### src/design/bsq_pkg.sv
// Shared types and codes for the bounded sorted priority queue.
package bsq_pkg;

  typedef struct packed {
    logic [7:0]         label;
    logic signed [15:0] priority_val;
    logic signed [15:0] time_val;
  } entry_t;

  typedef enum logic [1:0] {
    CELL_HOLD,
    CELL_INSERT,
    CELL_POP
  } cell_op_t;

  typedef struct packed {
    cell_op_t op;
    entry_t   ins;
  } cell_cmd_t;

  localparam logic OP_INSERT  = 1'b0;
  localparam logic OP_SERVICE = 1'b1;

  localparam logic [1:0] ST_DONE  = 2'd0;
  localparam logic [1:0] ST_FULL  = 2'd1;
  localparam logic [1:0] ST_EMPTY = 2'd2;

  localparam logic signed [15:0] PRIO_FLOOR = 16'sh8000;

endpackage

### src/design/bsq_cell.sv
// One slot of the sorted chain: holds an entry and trades with its neighbors.
module bsq_cell (
  input  logic              clk,
  input  logic              rst_n,
  input  bsq_pkg::cell_cmd_t cmd,
  input  logic              left_displace,
  input  bsq_pkg::entry_t   left_entry,
  input  logic              left_valid,
  input  bsq_pkg::entry_t   right_entry,
  input  logic              right_valid,
  output bsq_pkg::entry_t   entry,
  output logic              valid,
  output logic              displace
);
  import bsq_pkg::*;

  entry_t entry_r, entry_nxt;
  logic   valid_r, valid_nxt;

  // this slot gives way when it is empty or holds a strictly larger priority
  assign displace = !valid_r || (entry_r.priority_val > cmd.ins.priority_val);

  always_comb begin
    entry_nxt = entry_r;
    valid_nxt = valid_r;
    case (cmd.op)
      CELL_INSERT: begin
        if (displace) begin
          if (left_displace) begin
            entry_nxt = left_entry;
            valid_nxt = left_valid;
          end else begin
            entry_nxt = cmd.ins;
            valid_nxt = 1'b1;
          end
        end
      end
      CELL_POP: begin
        entry_nxt = right_entry;
        valid_nxt = right_valid;
      end
      default: begin
        entry_nxt = entry_r;
        valid_nxt = valid_r;
      end
    endcase
  end

  always_ff @(posedge clk) begin
    if (!rst_n) begin
      valid_r <= 1'b0;
    end else begin
      valid_r <= valid_nxt;
    end
    entry_r <= entry_nxt;
  end

  assign entry = entry_r;
  assign valid = valid_r;

endmodule

### src/design/bounded_sorted_priority_queue.sv
// Top level of the bounded sorted priority queue built as a chain of slot cells.
//
// Holds up to min(capacity, DEPTH) entries in a row of DEPTH cells, sorted by
// ascending priority with the head in cell 0. An insert is presented to every
// cell at once: each cell compares its priority with the new one and either keeps
// its entry, takes the new one, or takes its left neighbor's. A service first
// shifts every cell left and holds the old head with its priority lowered by one
// (saturating at -32768), then inserts it again. After that, the report state
// loads the result register once the output is free. Items are handled one at a
// time; a new item is taken while the previous result still waits on the output,
// and its report step then holds until that result is taken.
// Each item gives exactly one result with status, count and head (zero when empty).
module bounded_sorted_priority_queue #(
  parameter int DEPTH = 16
) (
  input  logic        clk,
  input  logic        rst_n,
  // cfg_wdata: capacity
  input  logic        cfg_we,
  input  logic [4:0]  cfg_wdata,
  // in_tdata: priority_req [15:0], time_value [31:16], label [39:32]
  input  logic        in_tvalid,
  output logic        in_tready,
  input  logic [39:0] in_tdata,
  // in_tuser: op
  input  logic [0:0]  in_tuser,
  // out_tdata: count [4:0], head_label [12:5], head_priority [28:13],
  //            head_time [44:29], zero [47:45]
  output logic        out_tvalid,
  input  logic        out_tready,
  output logic [47:0] out_tdata,
  // out_tuser: status
  output logic [1:0]  out_tuser
);
  import bsq_pkg::*;

  localparam int CW = $clog2(DEPTH + 1);

  typedef enum logic [1:0] {
    S_IDLE,
    S_REINS,
    S_REPORT
  } state_t;

  state_t         state_r, state_nxt;
  logic [4:0]     capacity_r;
  logic [CW-1:0]  count_r, count_nxt;
  logic [1:0]     status_r, status_nxt;
  entry_t         svc_r, svc_nxt;
  logic           out_valid_r, out_valid_nxt;
  logic [47:0]    out_data_r, out_data_nxt;
  logic [1:0]     out_user_r, out_user_nxt;

  cell_cmd_t      cmd;
  entry_t         in_entry;
  entry_t         cell_entry [DEPTH];
  logic           cell_valid [DEPTH];
  logic           cell_disp  [DEPTH];

  logic           accept;
  logic           full;
  logic [CW+4:0]  count_ext, cap_ext, depth_ext;
  logic           out_free;
  entry_t         head;

  assign in_entry.priority_val = in_tdata[15:0];
  assign in_entry.time_val     = in_tdata[31:16];
  assign in_entry.label        = in_tdata[39:32];

  assign in_tready = (state_r == S_IDLE);
  assign accept    = in_tvalid && in_tready;

  assign count_ext = {5'd0, count_r};
  assign cap_ext   = {{CW{1'b0}}, capacity_r};
  assign depth_ext = (CW + 5)'(DEPTH);
  assign full      = (count_ext >= cap_ext) || (count_ext >= depth_ext);
  assign out_free  = !out_valid_r || out_tready;
  assign head      = cell_entry[0];

  // drive the chain
  always_comb begin
    cmd.op  = CELL_HOLD;
    cmd.ins = in_entry;
    if (state_r == S_REINS) begin
      cmd.op  = CELL_INSERT;
      cmd.ins = svc_r;
    end else if (accept) begin
      if (in_tuser[0] == OP_INSERT) begin
        if (!full) begin
          cmd.op = CELL_INSERT;
        end
      end else if (count_r != '0) begin
        cmd.op = CELL_POP;
      end
    end
  end

  genvar gi;
  generate
    for (gi = 0; gi < DEPTH; gi++) begin : g_cell
      logic   l_disp;
      logic   l_valid;
      entry_t l_entry;
      logic   r_valid;
      entry_t r_entry;
      if (gi == 0) begin : g_first
        assign l_disp  = 1'b0;
        assign l_valid = 1'b0;
        assign l_entry = in_entry;
      end else begin : g_mid
        assign l_disp  = cell_disp[gi-1];
        assign l_valid = cell_valid[gi-1];
        assign l_entry = cell_entry[gi-1];
      end
      if (gi == DEPTH - 1) begin : g_last
        assign r_valid = 1'b0;
        assign r_entry = in_entry;
      end else begin : g_inner
        assign r_valid = cell_valid[gi+1];
        assign r_entry = cell_entry[gi+1];
      end
      bsq_cell u_cell (
        .clk           (clk),
        .rst_n         (rst_n),
        .cmd           (cmd),
        .left_displace (l_disp),
        .left_entry    (l_entry),
        .left_valid    (l_valid),
        .right_entry   (r_entry),
        .right_valid   (r_valid),
        .entry         (cell_entry[gi]),
        .valid         (cell_valid[gi]),
        .displace      (cell_disp[gi])
      );
    end
  endgenerate

  always_comb begin
    state_nxt     = state_r;
    count_nxt     = count_r;
    status_nxt    = status_r;
    svc_nxt       = svc_r;
    out_valid_nxt = out_valid_r;
    out_data_nxt  = out_data_r;
    out_user_nxt  = out_user_r;

    if (out_valid_r && out_tready) begin
      out_valid_nxt = 1'b0;
    end

    case (state_r)
      S_IDLE: begin
        if (accept) begin
          state_nxt  = S_REPORT;
          status_nxt = ST_DONE;
          if (in_tuser[0] == OP_INSERT) begin
            if (full) begin
              status_nxt = ST_FULL;
            end else begin
              count_nxt = count_r + CW'(1);
            end
          end else if (count_r == '0) begin
            status_nxt = ST_EMPTY;
          end else begin
            // hold the old head, lowered by one unless already at the floor
            svc_nxt = head;
            if (head.priority_val != PRIO_FLOOR) begin
              svc_nxt.priority_val = head.priority_val - 16'sd1;
            end
            state_nxt = S_REINS;
          end
        end
      end
      S_REINS: begin
        state_nxt = S_REPORT;
      end
      S_REPORT: begin
        if (out_free) begin
          out_valid_nxt = 1'b1;
          out_user_nxt  = status_r;
          if (count_r == '0) begin
            out_data_nxt = {3'd0, 40'd0, count_ext[4:0]};
          end else begin
            out_data_nxt = {3'd0, head.time_val, head.priority_val, head.label,
                            count_ext[4:0]};
          end
          state_nxt = S_IDLE;
        end
      end
      default: begin
        state_nxt = S_IDLE;
      end
    endcase
  end

  always_ff @(posedge clk) begin
    if (!rst_n) begin
      state_r     <= S_IDLE;
      count_r     <= '0;
      capacity_r  <= 5'd16;
      out_valid_r <= 1'b0;
    end else begin
      state_r     <= state_nxt;
      count_r     <= count_nxt;
      out_valid_r <= out_valid_nxt;
      if (cfg_we) begin
        capacity_r <= cfg_wdata;
      end
    end
    status_r   <= status_nxt;
    svc_r      <= svc_nxt;
    out_data_r <= out_data_nxt;
    out_user_r <= out_user_nxt;
  end

  assign out_tvalid = out_valid_r;
  assign out_tdata  = out_data_r;
  assign out_tuser  = out_user_r;

endmodule

### config.mk
export PLATFORM = sky130hd
export DESIGN_NAME = bounded_sorted_priority_queue
export DESIGN_NICKNAME = d
export VERILOG_FILES = /design/src/design/bsq_pkg.sv /design/src/design/bsq_cell.sv /design/src/design/bounded_sorted_priority_queue.sv
export SDC_FILE = /design/constraint.sdc
export NUM_CORES = 2
export LEC_CHECK = 0
export BUFFER_PORTS_ARGS = -buffer_cell sky130_fd_sc_hd__buf_2
export CORE_UTILIZATION = 50
export CTS_CLUSTER_SIZE = 24
export DETAILED_ROUTE_END_ITERATION = 8
export PLACE_DENSITY = 0.64
export SYNTH_ARGS = -nofsm -noshare
export SYNTH_HDL_FRONTEND = slang
export SYNTH_HIERARCHICAL = 1
export SYNTH_SLANG_ARGS = --single-unit
### constraint.sdc
create_clock -name clk -period 6 [get_ports clk]
set_clock_uncertainty 0.2 [all_clocks]
set_input_delay 1.2 -clock clk [delete_from_list [all_inputs] [get_ports clk]]
set_output_delay 1.2 -clock clk [all_outputs]
set_load 0.01 [all_outputs]
Yosys cells after proc, flatten, opt, wreduce, memory -nomap -nowiden:

Index checks and enable logic that the tools add are counted.

* bits in registers: 761
* bits in latches: 0
* bits in writable memories: 0
* memory bits (read-only): 0
* input port bits: 51
* output and inout bits: 52
* logic and storage cells: 295
* memories kept: 0

* add/subtract/negate cells: 2
* $mul: 0
* div/mod/pow operators: 0
* magnitude comparators: 18
* eq/ne operators: 23
* shift operators: 0
* muxes and demuxes: 112
* bitwise gates (word level): 3
* reduce and logical (&&, ||, !) cells: 62

Operators by type and width (number)
* $mux 40: 32
* $pmux 40 s2: 16
* $gt 16x16->1: 16
* $reduce_and 2->1: 19
* $mux 1: 36
* $ne 2x1->1 const B: 16
* $pmux 1 s2: 16
* $mux 2: 10
* $logic_or 1x1->1: 18
* $logic_not 1->1: 17
* $mux 16: 1
* $ne 16x16->1 const B: 1
* $sub 16x2->16 const B: 1
* $reduce_and 4->1: 2
* $pmux 2 s3: 1
* $add 5x1->5 const B: 1
* $ge 5x5->1: 1
* $ge 5x5->1 const B: 1
* $logic_not 5->1: 1
* $reduce_bool 5->1: 1
* $eq 2x1->1 const B: 2
* $eq 2x2->1 const B: 2
* $ne 2x2->1 const B: 2
* $not 1->1: 3
* other kinds (3): 4

Depth between registers and ports, before layout:

* depth in word-level cells: 9
* depth in mapped cells: 15
* depth with buffers taken out: 12

Hierarchy:

Netlist, hierarchy kept.

Modules (own cells, without submodules)
* bsq_cell (g_cell[2].u_cell ...): times used 8, cells each 249, area each 2549.9 µm², sequential area each 1221.2 µm²
* bsq_cell (g_cell[0].u_cell ...): times used 8, cells each 241, area each 2513.7 µm², sequential area each 1221.2 µm²
* bounded_sorted_priority_queue: times used 1, cells each 323, area each 4586.9 µm², sequential area each 2932.8 µm²

Worst setup path after synthesis:

OpenSTA, ideal clock, no wires.

* kind: in2reg
* start point: input in_tvalid
* end point: register g_cell[0].u_cell.entry_r, in the netlist g_cell[0].u_cell/entry[0] (enable)
* library setup time: 0.396 ns
* arrival time: 3.944 ns
* required time: 5.404 ns
* setup slack: 1.460 ns
* stages: 6
* buffers on the path: 2
* cell sequence: nand2_1 > nor2_1 > nor2b_1 > clkbuf_1 > clkbuf_1 > a21o_1

RTL lines
* start: declaration: line bounded_sorted_priority_queue.sv:22 `input logic in_tvalid,`
* end signal: assignment: line bsq_cell.sv:55 `entry_r <= entry_nxt;`
* end: declaration: line bsq_cell.sv:17 `entry_t entry_r, entry_nxt;`

==> metrics.md <==
| Metric | Value |
|---|---|
| Outcome | `finished, final reports clean` |
| Bufs on Longest Clock Path | `3` |
| Post-CTS setup buffers | `0` |
| Max-cap violation count | `0` |
| GRT met2 Usage | `0.420` |
| CP startpoint kind | `register` |
| Worst skew pair latency | `about 0.67 ns` |
| Max FO, Critical Path | `27` |
| Post-Syn Instances | `between 4000 and 5000` |
| Worst IR Drop VDD | `220 uV` |
| Setup CP Type | `register to register` |
| GRT overflow | `0` |
| Hold_ws | `~0.25 ns` |
| Rel. slew slack | `0.298` |
| Primary FF master, synth | `edfxtp_1` |
| Die ar. | `around 0.091 mm^2` |
| Most frequent cells in the layout | `729 x edfxtp_1, 716 x nand2_1, 675 x o21ai_0` |
| Final Hold Viols | `0` |
| Largest net degree at the start of global routing | `83` |
| Via/cell ratio | `about 6.1` |
| Die Y | `between 300 and 400 um` |
| Arr. time, crit path | `~5.3 ns` |
| Synth unique cells | `a little over 60` |
| TritonCTS clock tree | `done` |
| Multi-input logic area | `about 0.021 mm^2` |
| Initial antenna violation count | `1` |
| Final ANT Viol Nets | `0` |
| Synth top area cells | `edfxtp_1 49%, mux2i_1 15%, o21ai_0 7.5%` |
| Flops & latches, synth | `~760` |
| Gr usage total | `0.297` |
| FFs w/ async S/R, synth | `0` |
| Min-Delay Path Class | `register to register` |
| Final period util | `0.850` |
| Sequential fraction of the synthesis area | `0.498` |
| Leakage | `between 20 and 25 nW` |
| CTS hold repair buffers | `0` |
| Via Count | `33458` |
| Clock root buffer | `clkbuf_16` |
| Initial core utilization | `0.507` |
| First-pass GRT wire length | `roughly 200000 um` |
| Core ar. | `0.0889 mm^2` |
| CTS Buf Count | `84` |
| Pre-CTS WS | `0.873 ns` |
| RSZ-0062 raised after global routing | `no` |
| Setup violations, final | `0` |
| Layout cell share with drive strength beyond 1 | `0.111` |
| Worst slew pin tran | `between 1 and 1.5 ns` |
| Number of global-route vias before repair | `around 32000` |
| Slew Limit Fails | `0` |
| PortBufs | `slightly below 100` |
| Pwr/cell area | `294 mW/mm^2` |
| Met1 Track Usage GR | `0.450` |
| Synth-to-Final Area Change | `10.8%` |
| Worst path required time | `approximately 6 ns` |
| # rows | `109` |
| Most common cell after layout, fill and taps aside | `edfxtp_1` |
| DIE WIDTH | `302 um` |
| Crit end category | `register` |
| Detailed Route WL | `between 100000 and 150000 um` |
| First DRT Iteration DRCs | `just under 4000` |
| EDFF count, synth | `between 700 and 800` |
| Post-CTS Resized | `0` |
| Clock sinks | `between 700 and 800` |
| GR peak layer | `met1` |
| Register area | `0.0225 mm^2` |
| YS warnings | `6` |
| Area leader, netlist | `edfxtp_1` |
| H-tree levels | `3` |
| Power Total | `14.7 mW` |
| Worst-path clk slew | `roughly 0.07 ns` |
| Remaining DRCs | `0` |
| Final layout net count | `between 4000 and 5000` |
| WL/cell | `about 25 um` |
| Setup TNS | `0 ns` |
| Synthesized area per cell | `approximately 11 um^2` |
| 1st-pass router iterations | `5` |
| Placer Congestion | `approximately 0.90` |
| Crit path time final | `roughly 5.1 ns` |
| Number of fillers in the final layout | `roughly 7600` |
| Top-area cell type share of the netlist area | `0.485` |
| GR Util met3 | `0.0725` |
| Worst R2R Setup Slack | `between 0.9 and 1 ns` |
| Final worst setup slack | `about 0.90 ns` |
| IO Pins | `between 100 and 150` |
| Synthesized cell area | `around 0.045 mm^2` |
| Max Freq | `slightly below 200 MHz` |
| Hpwl dp | `around 94000 um` |
[path summary, 6_finish.rpt]
kind | from | endpoint | cells after the start
worst min register to register | status_r[1] | out_tuser[1] | 0
worst min-delay path | status_r[1] | out_tuser[1] | 0
worst max register to register | state_r[0] | g_cell[7].u_cell/entry[0] | 14
worst max-delay path | state_r[0] | g_cell[7].u_cell/entry[0] | 14
[per-layer routing]
layer / wire length (um) / part of all wire
met1: 61900 / 0.45
met2: 56300 / 0.41
met3: 14900 / 0.11
met4: 3230 / 0.024
met5: 120 / 0.00088
[metrics by stage]
stage                util  area [um^2]  std cells
CTS                 0.562        50000       5519
floorplan               -        45100       4248
detailed placement  0.531        47200       5362
global route        0.562        50000       5520
finish              0.562        50000       5520
global placement    0.531        47200       5362
[cell type report]
| class | instances | area share |
|---|---|---|
| clock inverter | 54 | 0.0107 |
| antenna | 1 | 0.0000501 |
| tap | 1165 | 0.0292 |
| timing repair buffer | 188 | 0.0290 |
| multi-input combinational | 2928 | 0.413 |
| sequential | 758 | 0.450 |
| clock buffer | 103 | 0.0445 |
| inverter | 323 | 0.0243 |
[synth_stat cells, drive strengths merged (9+ instances only)]
cell / number
a211oi: 16
a21o: 25
a21oi: 84
a31oi: 9
buf: 104
clkbuf: 135
dfxtp: 29
edfxtp: 729
ha: 265
inv: 323
mux2: 49
mux2i: 654
nand2: 718
nand2b: 42
nand3: 37
nand4: 34
nor2: 63
nor2b: 87
nor3: 12
nor4: 29
o211ai: 10
o21ai: 685
xnor2: 9
[worst max-delay path: stages, from the launching register on]
cell	delay [ns]
dfxtp_1	0.42
nor2b_4	0.59
buf_4	0.31
mux2_2	0.78
buf_4	0.34
inv_1	0.06
ha_1	0.28
nand2_1	0.08
nor2_1	0.06
a22o_2	0.22
a31oi_2	0.22
nand2b_2	0.49
buf_12	0.29
mux2i_1	0.24
o21ai_0	0.11
[where the power goes]
| part | total (mW) | internal, mW | switching [mW] | leakage, nW |
|---|---|---|---|---|
| sequential | 7.15 | 6.63 | 0.516 | 7.07 |
| combinational | 2.32 | 0.843 | 1.47 | 13.7 |
| clock | 5.21 | 2.93 | 2.28 | 1.33 |
| total | 14.7 | 10.4 | 4.27 | 22.0 |
[sequential cells by signal, summed over array words and instances (netlist names)]
| register | count |
|---|---|
| out_tuser | 2 |
| g_cell.u_cell/entry | 640 |
| out_tvalid | 1 |
| g_cell.u_cell/valid | 16 |
| svc_r | 40 |
| capacity_r | 5 |
| state_r | 2 |
| count_r | 5 |
| status_r | 2 |
| out_tdata | 45 |
[kinds of logic after synthesis]
family                   synth area share
AO/OA/AOI/OAI                       0.113
multiplexers                        0.158
other                           0.0000832
XOR/XNOR                          0.00233
flip-flops                          0.498
buffers and inverters              0.0491
adder cells (fa/ha/maj)            0.0735
AND/OR/NAND/NOR                     0.106
Note: power is estimated with default switching activity, not from simulation.
